<file path="config.mk">
export PLATFORM = sky130hd
export DESIGN_NAME = variant_window_cpg_indel_flagger
export DESIGN_NICKNAME = d
export VERILOG_FILES = /design/src/rtl/vwcif_pkg.sv /design/src/rtl/vwcif_window_ram.sv /design/src/rtl/vwcif_ctrl.sv /design/src/rtl/variant_window_cpg_indel_flagger.sv
export SDC_FILE = /design/constraint.sdc
export NUM_CORES = 2
export LEC_CHECK = 0
export BUFFER_PORTS_ARGS = -buffer_cell sky130_fd_sc_hd__buf_2
export CAP_MARGIN = 20
export CELL_PAD_IN_SITES_DETAIL_PLACEMENT = 0
export CELL_PAD_IN_SITES_GLOBAL_PLACEMENT = 1
export CORE_MARGIN = 5
export CORE_UTILIZATION = 35
export CTS_BUF_LIST = sky130_fd_sc_hd__clkbuf_8
export DETAILED_ROUTE_END_ITERATION = 8
export PLACE_DENSITY = 0.58
export RECOVER_POWER = 100
export SLEW_MARGIN = 15
export SYNTH_ARGS = -nofsm -noshare
export SYNTH_HDL_FRONTEND = slang
export SYNTH_HIERARCHICAL = 1
export SYNTH_SLANG_ARGS = --single-unit
</file>
<file path="constraint.sdc">
create_clock -name i_clk -period 10.5 [get_ports i_clk]
set_input_delay 2.1 -clock i_clk [delete_from_list [all_inputs] [get_ports i_clk]]
set_output_delay 2.1 -clock i_clk [all_outputs]
set_load 0.02 [all_outputs]
</file>
<file path="src/rtl/vwcif_pkg.sv">
// Shared types and constants for the variant window CpG / indel flagger.
`default_nettype none

package vwcif_pkg;

    // Default build parameters
    localparam int WINDOW_DEPTH_DEF  = 16;
    localparam int POSITION_BITS_DEF = 32;

    // Configuration register reset value (read_ahead)
    localparam logic [3:0] READ_AHEAD_RST = 4'd5;

    // Stream beat widths (fields packed from bit 0, padded to whole bytes)
    localparam int IN_TDATA_W  = 80;
    localparam int OUT_TDATA_W = 80;

    // Bit positions inside the per-entry mark nibble
    localparam int MK_C     = 0;
    localparam int MK_G     = 1;
    localparam int MK_INDEL = 2;
    localparam int MK_CPG   = 3;

    // One incoming record
    typedef struct packed {
        logic [31:0] position;
        logic [7:0]  chrom_id;
        logic        has_c;
        logic        has_g;
        logic        is_indel;
        logic [31:0] record_tag;
        logic        end_of_stream;
    } t_rec_in;

    // One released record
    typedef struct packed {
        logic [31:0] out_position;
        logic [7:0]  out_chrom_id;
        logic [31:0] out_tag;
        logic        out_is_indel;
        logic        cpg_flag;
        logic        close_indel_flag;
        logic        last_of_run;
    } t_rec_out;

endpackage

`default_nettype wire

</file>
<file path="src/rtl/vwcif_window_ram.sv">
// Window record store: one write port, one read port, registered read data.
`default_nettype none

module vwcif_window_ram #(
    parameter int DEPTH = 16,
    parameter int WIDTH = 76
) (
    input  wire logic                     i_clk,
    input  wire logic                     i_we,
    input  wire logic [$clog2(DEPTH)-1:0] i_waddr,
    input  wire logic [WIDTH-1:0]         i_wdata,
    input  wire logic                     i_re,
    input  wire logic [$clog2(DEPTH)-1:0] i_raddr,
    output logic      [WIDTH-1:0]         o_rdata
);

    logic [WIDTH-1:0] r_mem [DEPTH];
    logic [WIDTH-1:0] r_rdata;

    // Write port
    always_ff @(posedge i_clk) begin
        if (i_we) begin
            r_mem[i_waddr] <= i_wdata;
        end
    end

    // Read port, registered read data
    always_ff @(posedge i_clk) begin
        if (i_re) begin
            r_rdata <= r_mem[i_raddr];
        end
    end

    assign o_rdata = r_rdata;

endmodule

`default_nettype wire

</file>
<file path="src/rtl/vwcif_ctrl.sv">
// Window sequencer: CpG marking, record insert, release scan and result register.
`default_nettype none

module vwcif_ctrl
    import vwcif_pkg::*;
#(
    parameter int DEPTH = WINDOW_DEPTH_DEF,
    parameter int PB    = POSITION_BITS_DEF,
    parameter int EW    = POSITION_BITS_DEF + 44
) (
    input  wire logic                     i_clk,
    input  wire logic                     i_rst_n,
    input  wire logic [3:0]               i_read_ahead,
    input  wire logic                     i_in_valid,
    output logic                          o_in_ready,
    input  wire t_rec_in                  i_rec,
    output logic                          o_out_valid,
    input  wire logic                     i_out_ready,
    output t_rec_out                      o_rec,
    output logic                          o_ram_we,
    output logic [$clog2(DEPTH)-1:0]      o_ram_waddr,
    output logic [EW-1:0]                 o_ram_wdata,
    output logic                          o_ram_re,
    output logic [$clog2(DEPTH)-1:0]      o_ram_raddr,
    input  wire logic [EW-1:0]            i_ram_rdata
);

    localparam int AW = $clog2(DEPTH);
    localparam int FW = $clog2(DEPTH + 1);

    // Entry layout: position, marks, chrom, tag from bit 0 up
    localparam int OFS_MK  = PB;
    localparam int OFS_CHR = PB + 4;
    localparam int OFS_TAG = PB + 12;

    // Sequencer states
    localparam logic [2:0] S_IDLE  = 3'd0;
    localparam logic [2:0] S_CPG   = 3'd1;
    localparam logic [2:0] S_INS   = 3'd2;
    localparam logic [2:0] S_CHECK = 3'd3;
    localparam logic [2:0] S_FRONT = 3'd4;
    localparam logic [2:0] S_SCAN  = 3'd5;
    localparam logic [2:0] S_EMIT  = 3'd6;

    logic [2:0]    r_state, n_state;
    logic [AW-1:0] r_head;
    logic [FW-1:0] r_fill;
    logic [FW-1:0] r_limit;
    logic [FW-1:0] r_iss;
    logic          r_pend;

    // Captured input record
    logic [PB-1:0] r_in_pos;
    logic [7:0]    r_in_chr;
    logic [3:0]    r_in_mk;
    logic [31:0]   r_in_tag;
    logic          r_in_eos;

    // Record being released
    logic [PB-1:0] r_f_pos;
    logic [7:0]    r_f_chr;
    logic [31:0]   r_f_tag;
    logic [3:0]    r_f_mk;
    logic          r_close;

    // Last released indel
    logic [PB-1:0] r_bh_pos;
    logic [7:0]    r_bh_chr;
    logic          r_bh_seen;

    // Result register
    logic          r_out_valid;
    t_rec_out      r_out;

    logic [PB-1:0] rd_pos;
    logic [3:0]    rd_mk;
    logic [7:0]    rd_chr;
    logic [31:0]   rd_tag;
    logic          in_acc;
    logic          cpg_pair;
    logic          scan_hit;
    logic          behind_hit;
    logic          emit_go;
    logic          rel_need;
    logic [FW-1:0] n_limit;

    // Ring slot of the i-th held record
    function automatic logic [AW-1:0] f_slot(input logic [AW-1:0] head,
                                             input logic [FW-1:0] idx);
        logic [FW:0] s;
        s = (FW+1)'(head) + (FW+1)'(idx);
        if (s >= (FW+1)'(DEPTH)) begin
            s = s - (FW+1)'(DEPTH);
        end
        return AW'(s);
    endfunction

    // to lies 0..read_ahead positions after from, modulo position width
    function automatic logic f_near(input logic [PB-1:0] from,
                                    input logic [PB-1:0] to,
                                    input logic [3:0]    ra);
        logic [PB-1:0] d;
        d = to - from;
        return d <= PB'(ra);
    endfunction

    // Unpack memory read data
    assign rd_pos = i_ram_rdata[PB-1:0];
    assign rd_mk  = i_ram_rdata[OFS_MK +: 4];
    assign rd_chr = i_ram_rdata[OFS_CHR +: 8];
    assign rd_tag = i_ram_rdata[OFS_TAG +: 32];

    assign o_in_ready = (r_state == S_IDLE);
    assign in_acc     = i_in_valid && o_in_ready;

    assign cpg_pair = (rd_pos + PB'(1) == r_in_pos) && (rd_chr == r_in_chr) &&
                      rd_mk[MK_C] && r_in_mk[MK_G];
    assign scan_hit = r_pend && rd_mk[MK_INDEL] && (rd_chr == r_f_chr) &&
                      f_near(r_f_pos, rd_pos, i_read_ahead);
    assign behind_hit = r_bh_seen && (r_bh_chr == r_f_chr) &&
                        f_near(r_bh_pos, r_f_pos, i_read_ahead);
    assign emit_go  = (r_state == S_EMIT) && (!r_out_valid || i_out_ready);
    assign rel_need = (r_fill > r_limit);

    // Hold limit for the record just inserted
    always_comb begin
        if (32'(i_read_ahead) + 32'd1 > 32'(DEPTH - 1)) begin
            n_limit = FW'(DEPTH - 1);
        end else begin
            n_limit = FW'(32'(i_read_ahead) + 32'd1);
        end
        if (r_in_eos) begin
            n_limit = '0;
        end
    end

    // Memory port control and next state
    always_comb begin
        o_ram_we    = 1'b0;
        o_ram_waddr = f_slot(r_head, r_fill);
        o_ram_wdata = {r_in_tag, r_in_chr, r_in_mk, r_in_pos};
        o_ram_re    = 1'b0;
        o_ram_raddr = r_head;
        n_state     = r_state;
        case (r_state)
            S_IDLE: begin
                if (in_acc) begin
                    if (r_fill != '0) begin
                        o_ram_re    = 1'b1;
                        o_ram_raddr = f_slot(r_head, r_fill - FW'(1));
                        n_state     = S_CPG;
                    end else begin
                        n_state = S_INS;
                    end
                end
            end
            S_CPG: begin
                // mark the newest held record in place
                if (cpg_pair) begin
                    o_ram_we    = 1'b1;
                    o_ram_waddr = f_slot(r_head, r_fill - FW'(1));
                    o_ram_wdata = {rd_tag, rd_chr, rd_mk | 4'(1 << MK_CPG), rd_pos};
                end
                n_state = S_INS;
            end
            S_INS: begin
                o_ram_we = 1'b1;
                n_state  = S_CHECK;
            end
            S_CHECK: begin
                if (rel_need) begin
                    o_ram_re = 1'b1;
                    n_state  = S_FRONT;
                end else begin
                    n_state = S_IDLE;
                end
            end
            S_FRONT: begin
                n_state = S_SCAN;
            end
            S_SCAN: begin
                if (r_iss < r_fill) begin
                    o_ram_re    = 1'b1;
                    o_ram_raddr = f_slot(r_head, r_iss);
                end else if (!r_pend) begin
                    n_state = S_EMIT;
                end
            end
            S_EMIT: begin
                if (emit_go) begin
                    n_state = S_CHECK;
                end
            end
            default: begin
                n_state = S_IDLE;
            end
        endcase
    end

    // Control state
    always_ff @(posedge i_clk) begin
        if (!i_rst_n) begin
            r_state   <= S_IDLE;
            r_head    <= '0;
            r_fill    <= '0;
            r_limit   <= '0;
            r_iss     <= '0;
            r_pend    <= 1'b0;
            r_bh_seen <= 1'b0;
            r_bh_pos  <= '0;
            r_bh_chr  <= '0;
        end else begin
            r_state <= n_state;
            case (r_state)
                S_INS: begin
                    r_fill  <= r_fill + FW'(1);
                    r_limit <= n_limit;
                end
                S_FRONT: begin
                    r_head <= f_slot(r_head, FW'(1));
                    r_fill <= r_fill - FW'(1);
                    r_iss  <= '0;
                    r_pend <= 1'b0;
                end
                S_SCAN: begin
                    r_pend <= (r_iss < r_fill);
                    if (r_iss < r_fill) begin
                        r_iss <= r_iss + FW'(1);
                    end
                end
                S_EMIT: begin
                    if (emit_go && r_f_mk[MK_INDEL]) begin
                        r_bh_seen <= 1'b1;
                        r_bh_pos  <= r_f_pos;
                        r_bh_chr  <= r_f_chr;
                    end
                end
                default: begin
                end
            endcase
        end
    end

    // Record payload
    always_ff @(posedge i_clk) begin
        case (r_state)
            S_IDLE: begin
                if (in_acc) begin
                    r_in_pos <= PB'(i_rec.position);
                    r_in_chr <= i_rec.chrom_id;
                    r_in_mk  <= {1'b0, i_rec.is_indel, i_rec.has_g, i_rec.has_c};
                    r_in_tag <= i_rec.record_tag;
                    r_in_eos <= i_rec.end_of_stream;
                end
            end
            S_CPG: begin
                if (cpg_pair) begin
                    r_in_mk[MK_CPG] <= 1'b1;
                end
            end
            S_FRONT: begin
                r_f_pos <= rd_pos;
                r_f_chr <= rd_chr;
                r_f_tag <= rd_tag;
                r_f_mk  <= rd_mk;
                r_close <= rd_mk[MK_INDEL];
            end
            S_SCAN: begin
                if (scan_hit) begin
                    r_close <= 1'b1;
                end
            end
            default: begin
            end
        endcase
    end

    // Result register
    always_ff @(posedge i_clk) begin
        if (!i_rst_n) begin
            r_out_valid <= 1'b0;
        end else if (emit_go) begin
            r_out_valid <= 1'b1;
        end else if (i_out_ready) begin
            r_out_valid <= 1'b0;
        end
    end

    always_ff @(posedge i_clk) begin
        if (emit_go) begin
            r_out.out_position     <= 32'(r_f_pos);
            r_out.out_chrom_id     <= r_f_chr;
            r_out.out_tag          <= r_f_tag;
            r_out.out_is_indel     <= r_f_mk[MK_INDEL];
            r_out.cpg_flag         <= r_f_mk[MK_CPG];
            r_out.close_indel_flag <= r_close || behind_hit;
            r_out.last_of_run      <= (r_fill <= r_limit);
        end
    end

    assign o_out_valid = r_out_valid;
    assign o_rec       = r_out;

endmodule

`default_nettype wire

</file>
<file path="src/rtl/variant_window_cpg_indel_flagger.sv">
// Each item is checked for a CpG pair against the newest held record (skipped with an empty
// window) and stored; then each released record is read, scanned against the records still
// held after it and emitted. The input is taken only between items, so a new item waits until
// the last one is through; a result may wait in the output register.
// Reset (synchronous, active low) empties the window, forgets the last indel and sets
// read_ahead to 5; window memory contents are not cleared and need no clearing pass.
`default_nettype none

module variant_window_cpg_indel_flagger
    import vwcif_pkg::*;
#(
    parameter int WINDOW_DEPTH  = WINDOW_DEPTH_DEF,
    parameter int POSITION_BITS = POSITION_BITS_DEF
) (
    input  wire logic                   i_clk,
    input  wire logic                   i_rst_n,
    // input records
    input  wire logic                   i_s_axis_tvalid,
    output logic                        o_s_axis_tready,
    // position[31:0], chrom_id[39:32], has_c[40], has_g[41], is_indel[42],
    // record_tag[74:43], zero[79:75]
    input  wire logic [IN_TDATA_W-1:0]  i_s_axis_tdata,
    input  wire logic                   i_s_axis_tlast,   // end_of_stream
    // released records
    output logic                        o_m_axis_tvalid,
    input  wire logic                   i_m_axis_tready,
    // out_position[31:0], out_chrom_id[39:32], out_tag[71:40], out_is_indel[72],
    // cpg_flag[73], close_indel_flag[74], zero[79:75]
    output logic [OUT_TDATA_W-1:0]      o_m_axis_tdata,
    output logic                        o_m_axis_tlast,   // last_of_run
    // read_ahead register write
    input  wire logic                   i_cfg_valid,
    output logic                        o_cfg_ready,
    input  wire logic [3:0]             i_cfg_data
);

    localparam int AW = $clog2(WINDOW_DEPTH);
    localparam int EW = POSITION_BITS + 44;

    logic [3:0]    r_read_ahead;
    t_rec_in       in_rec;
    t_rec_out      out_rec;
    logic          ram_we;
    logic [AW-1:0] ram_waddr;
    logic [EW-1:0] ram_wdata;
    logic          ram_re;
    logic [AW-1:0] ram_raddr;
    logic [EW-1:0] ram_rdata;

    // Configuration register
    assign o_cfg_ready = 1'b1;

    always_ff @(posedge i_clk) begin
        if (!i_rst_n) begin
            r_read_ahead <= READ_AHEAD_RST;
        end else if (i_cfg_valid) begin
            r_read_ahead <= i_cfg_data;
        end
    end

    // Unpack input beat
    assign in_rec.position      = i_s_axis_tdata[31:0];
    assign in_rec.chrom_id      = i_s_axis_tdata[39:32];
    assign in_rec.has_c         = i_s_axis_tdata[40];
    assign in_rec.has_g         = i_s_axis_tdata[41];
    assign in_rec.is_indel      = i_s_axis_tdata[42];
    assign in_rec.record_tag    = i_s_axis_tdata[74:43];
    assign in_rec.end_of_stream = i_s_axis_tlast;

    // Pack output beat
    assign o_m_axis_tdata = {5'd0, out_rec.close_indel_flag, out_rec.cpg_flag,
                             out_rec.out_is_indel, out_rec.out_tag,
                             out_rec.out_chrom_id, out_rec.out_position};
    assign o_m_axis_tlast = out_rec.last_of_run;

    vwcif_ctrl #(
        .DEPTH (WINDOW_DEPTH),
        .PB    (POSITION_BITS),
        .EW    (EW)
    ) u_ctrl (
        .i_clk        (i_clk),
        .i_rst_n      (i_rst_n),
        .i_read_ahead (r_read_ahead),
        .i_in_valid   (i_s_axis_tvalid),
        .o_in_ready   (o_s_axis_tready),
        .i_rec        (in_rec),
        .o_out_valid  (o_m_axis_tvalid),
        .i_out_ready  (i_m_axis_tready),
        .o_rec        (out_rec),
        .o_ram_we     (ram_we),
        .o_ram_waddr  (ram_waddr),
        .o_ram_wdata  (ram_wdata),
        .o_ram_re     (ram_re),
        .o_ram_raddr  (ram_raddr),
        .i_ram_rdata  (ram_rdata)
    );

    vwcif_window_ram #(
        .DEPTH (WINDOW_DEPTH),
        .WIDTH (EW)
    ) u_ram (
        .i_clk   (i_clk),
        .i_we    (ram_we),
        .i_waddr (ram_waddr),
        .i_wdata (ram_wdata),
        .i_re    (ram_re),
        .i_raddr (ram_raddr),
        .o_rdata (ram_rdata)
    );

endmodule

`default_nettype wire

</file>
* After elaboration in Yosys (flattened, before gate mapping)
Memory sizes are Yosys's and may differ from the RTL's. A register that Yosys moved wholly into a read port is not among the register bits.
Index checks and enable logic that the tools add are counted.
** Cells by class
- Add/sub/neg operators :: 15
- $lt $le $gt $ge :: 10
- Reductions and logical operators :: 26
- Muxes and demuxes :: 41
- Equality and inequality tests :: 17
** Operators by type and width (count)
- two-way mux 76 bit :: 2
- less-or-equal comparator 32 x 4 -> 1 bit :: 2
- subtractor 32 bit :: 2
- two-way mux 4 bit :: 10
- adder 32 x 1 -> 32 bit, second input constant :: 1
- equality test 32 bit :: 1
- > comparator 32 x 4 -> 1 bit, second input constant :: 1
- equality test 8 bit :: 3
- one-hot mux 3 bit (7 select lines) :: 1
- one-hot mux 5 bit (2 select lines) :: 2
- adder 4 x 5 -> 6 bit :: 3
- >= comparator 6 x 5 -> 1 bit, second input constant :: 3
- subtractor 4 x 1 -> 4 bit, second input constant :: 4
- two-way mux 3 bit :: 5
- two-way mux 5 bit :: 3
- logical AND 1 bit :: 11
- two-way mux 1 bit :: 11
- adder 4 x 1 -> 5 bit, second input constant :: 2
- adder 5 x 1 -> 5 bit, second input constant :: 2
- equality test 3 bit, second input constant :: 3
- != test 2 x 1 -> 1 bit, second input constant :: 4
- one-hot mux 1 bit (2 select lines) :: 4
- one-hot mux 4 bit (2 select lines) :: 1
- AND reduction 2 bit :: 4
- 17 further kinds :: 24
** Storage, ports and cells
- Bits of input ports :: 90
- Flip-flop bits (word level) :: 299
- Memories :: 1
- Word-level logic and storage cells :: 139
- RAM bits :: 1216
** Memory list
- u_ram.r_mem :: depth 16, width 76, read ports 1, clocked after Yosys merged registers in 1, wr ports 1, line vwcif_window_ram.sv:17 : logic [WIDTH-1:0] r_mem [DEPTH];

* Longest topological paths before layout
- Depth in word-level cells :: 9
- Mapped depth :: 17
- Mapped depth without buffers :: 16

* Modules after synthesis
Netlist, hierarchy kept.
** Modules (own cells, without submodules)
- vwcif_window_ram :: sequential area each 38797.2 um2, cells each 1952, times used 1, area each 47754.6 um2
- vwcif_ctrl :: sequential area each 8147.8 um2, cells each 1596, times used 1, area each 16985.0 um2
- variant_window_cpg_indel_flagger :: sequential area each 80.1 um2, cells each 21, times used 1, area each 197.7 um2

* Least setup slack after synthesis
No wires, ideal clock.
- Path type :: register to register
- Start :: register u_ram.r_rdata[11], in the netlist u_ram/o_rdata[11] (read register of u_ram.r_mem)
- End :: memory u_ram.r_mem[0][0], enable pin
- Cell stages (with the launch flop) :: 14
- Period minus slack after synthesis :: 9328 ps
- Required time :: 9897 ps
- Arrival time :: 8724 ps
- Buffers on the path :: 1
- Setup slack :: 1172 ps
- Path through :: edfxtp_1 -> and4_1 -> and3_1 -> nand4_2 -> o21ai_0 -> o311a_1 -> or4_1 -> or4_1 -> nor4_2 -> nand2_2 -> buf_6 -> mux2i_1 -> or3b_2 -> nor3_1
** Between the ends
- Elaborated cells between the ends (all ways) :: 11
- Classes of those cells :: add/sub: 1; eq/ne: 1; mux: 6; reduce/logical: 3
** RTL lines
- from (decl) :: line vwcif_window_ram.sv:18 : logic [WIDTH-1:0] r_rdata;
- adder 32 x 1 -> 32 bit :: line vwcif_ctrl.sv:116 : assign cpg_pair = (rd_pos + PB'(1) == r_in_pos) && (rd_chr == r_in_chr) &&
- equality test 32 bit :: line vwcif_ctrl.sv:116
- logical AND 1 bit (2 in series) :: line vwcif_ctrl.sv:116
- logical AND 1 bit :: line vwcif_ctrl.sv:117 : rd_mk[MK_C] && r_in_mk[MK_G];
- two-way mux 4 bit :: line vwcif_ctrl.sv:159 : if (cpg_pair) begin
- two-way mux 4 bit :: line vwcif_ctrl.sv:145 : case (r_state)
- net ram_waddr[2] :: line variant_window_cpg_indel_flagger.sv:44 : logic [AW-1:0] ram_waddr;
- to (decl) :: line vwcif_window_ram.sv:17
The timed path passes the listed nets, and every way through them passes these cells.

* Worst setup path after layout
- Start :: register u_ram.r_rdata[2], in the netlist u_ram/o_rdata[2] (read register of u_ram.r_mem)
- End :: memory u_ram.r_mem[15][59], enable pin
The elaborated chain is that of the path after synthesis.

==> results.md <==
* Status: finished with violations
* Failing checks: max-capacitance violations, max-slew violations
* Post-CTS resize count at 0
* Gpl congestion at between 0.8 and 0.9
* Clock Sinks at roughly 1600
* Worst setup EP type: flip-flop
* Worst hold path stage count at 0
* WS Path Type: flip-flop to flip-flop
* Global route overflow at 0
* Residual DRC count at 0
* Placeable Area at between 150000 and 200000 um2
* Initial antenna violation count at 7
* Final worst path period share at about 84%
* Fin Setup TNS at 0 ps
* Max FO, Critical Path at 50
* Slew @ Worst Pin at about 4200 ps
* Worst endpoint required time at between 10000 and 15000 ps
* Leakage at 23.1 nW
* Vias per Instance at around 5.2
* Fmax at around 110 MHz
* Number of global-route vias before repair at roughly 35000
* Via count at around 34000
* Fin cells at 6532
* Cells on worst reg2reg path at 13
* Area Growth Syn to Fin at 12.8%
* Port bufs at approximately 160
* Crit path time final at slightly below 9000 ps
* DP Cell Count at 6053
* Post-CTS setup buffers at 0
* Synth Instances at around 3500
* Max rail drop VDD at approximately 0.00022 V
* Number of I/O pins at roughly 170
* Crit path launch type: flip-flop
* Die H at roughly 440 um
* GRT Total Usage at ~17%
* Routed WL per cell at ~25 um
* Max-slew headroom at -183%
* Syn avg cell area at between 15 and 20 um2
* Clock Latency Late Sink at 1000 ps
* Largest net degree at the start of global routing at between 100 and 150
* CTS tree: built
* Yosys warnings at 6
* Nets at just over 4000
* Starting Density at 35.2%
* Drt pass-1 iters at 5
* Number of max-cap violations at 34
* RSZ-0062 raised after global routing: false
* Pwr Density at around 270 nW/um2
* Inserted Clock Buffers at between 200 and 300
* Die width at 439 um
* Mapped cell area at 64300 um2
* Hold_buf cts at 0
* Detail Route Antenna Nets at 0
* Detailed Place HPWL at roughly 91000 um
* Row count at 157
* Layout cells sized above 1 at roughly a fifth
* Pwr Total at 19.8 mW
* First-pass GRT wire length at 239000 um
* Root buffer cell: clkbuf_8
* Endpoints failing hold at 0
* Initial drt markers at around 2500
* # setup viols final at 0
* Clock-pin slew on the worst setup and hold paths at 60 ps
* Hold Path Class: flip-flop to flip-flop
* H-tree depth at 5
* Max-slew violations at approximately 1400
* CTS max path bufs at 4
* Arrival @ worst endpoint at just over 9000 ps
* Routed WL at 164000 um
* Die area at ~190000 um2
* # fillers at 16700
* Clock Skew at around 110 ps
[state kept, by name, indices dropped and copies added (netlist names), 8 cells and up]
name and flops:
u_ctrl/r_f_chr 8, u_ctrl/r_in_pos 32, u_ctrl/r_bh_chr 8, u_ram/r_mem 1200, u_ctrl/r_in_tag 32, u_ctrl/r_f_pos 32
u_ram/o_rdata 75, u_ctrl/r_in_chr 8, u_ctrl/r_f_tag 32, u_ctrl/o_rec 76, u_ctrl/r_bh_pos 32
[stage by stage]
step | hold WS (ps) | utilization (%) | setup slack (ps) | instance area, um2
floorplan | 400 | - | 1280 | 64300
global placement | 401 | 37.2 | 2960 | 68000
global route | 430 | 39.7 | 1340 | 72500
detailed placement | 405 | 37.2 | 3010 | 68000
finish | 414 | 39.7 | 1690 | 72500
CTS | 414 | 40.0 | 2930 | 73100
[critical path, stage by stage (launching register included)]
cell	delay (ps)
edfxtp_1	320
clkbuf_1	480
and4_1	370
nand4_1	630
or4b_1	720
a21oi_1	140
o211ai_1	130
or4_1	640
nor4_1	640
nand2_8	520
xnor2_1	680
nand2_1	340
nor2_4	780
clkbuf_1	1870
[routing by layer]
metal	up-vias	wire [um]	GRT usage, %
met5	-	8	0
met4	2	4200	5.08
met3	279	7830	2.89
met2	969	80300	27.8
met1	17700	72000	22.8
li1	14900	-	-
[worst paths after layout]
kind / startpoint / slack, ps / endpoint
worst min-delay path: u_ctrl/r_f_tag[4]$_DFFE_PP_ / 410 / u_ctrl/o_rec[8]$_DFFE_PP_
worst max-delay path: u_ram/o_rdata[2]$_DFFE_PP_ / 1690 / u_ram/r_mem[15][59]$_DFFE_PP_
worst max register to register: u_ram/o_rdata[2]$_DFFE_PP_ / 1690 / u_ram/r_mem[15][59]$_DFFE_PP_
worst min register to register: u_ctrl/r_f_tag[4]$_DFFE_PP_ / 410 / u_ctrl/o_rec[8]$_DFFE_PP_
[power by group]
group	switching, mW	total, mW	internal (mW)
clock network	2.44	5.28	2.84
registers	0.551	8.62	8.06
logic	3.49	5.95	2.46
total	6.49	19.9	13.4
[area by class of cell]
class                   instances  area [um2]  area share (%)
flip-flops and latches       1572       46500            64.1
multi-input cells            1683       16400            22.6
clock buffers                 299        4120            5.67
well taps                    2464        3080            4.25
repair buffers                218        1040            1.43
clock inverters               176         967            1.33
inverters                     117         440           0.607
diodes                          3        7.51          0.0104
[placed cells by master, fill, tap and decap left out, drive strengths merged, types with 9 or more instances in the layout]
cell type and instances:
edfxtp 1503, clkbuf 433, mux4 300, nand2 244, inv 200, a22oi 155, a21oi 102, ha 94
nor2 84, buf 84, clkinv 77, xnor2 74, o21ai 70, dfxtp 69, mux2 68, a21boi 46
xor2 45, nor3 39, nand3 32, nor2b 30, nand4 29, mux2i 19, nand2b 19, nor4 17
and2 17, a21o 16, and3 13, a31oi 13, o211ai 10, a211oi 10, bufinv 9, o21a 9
nor3b 9
(Power assumes the default switching activity.)
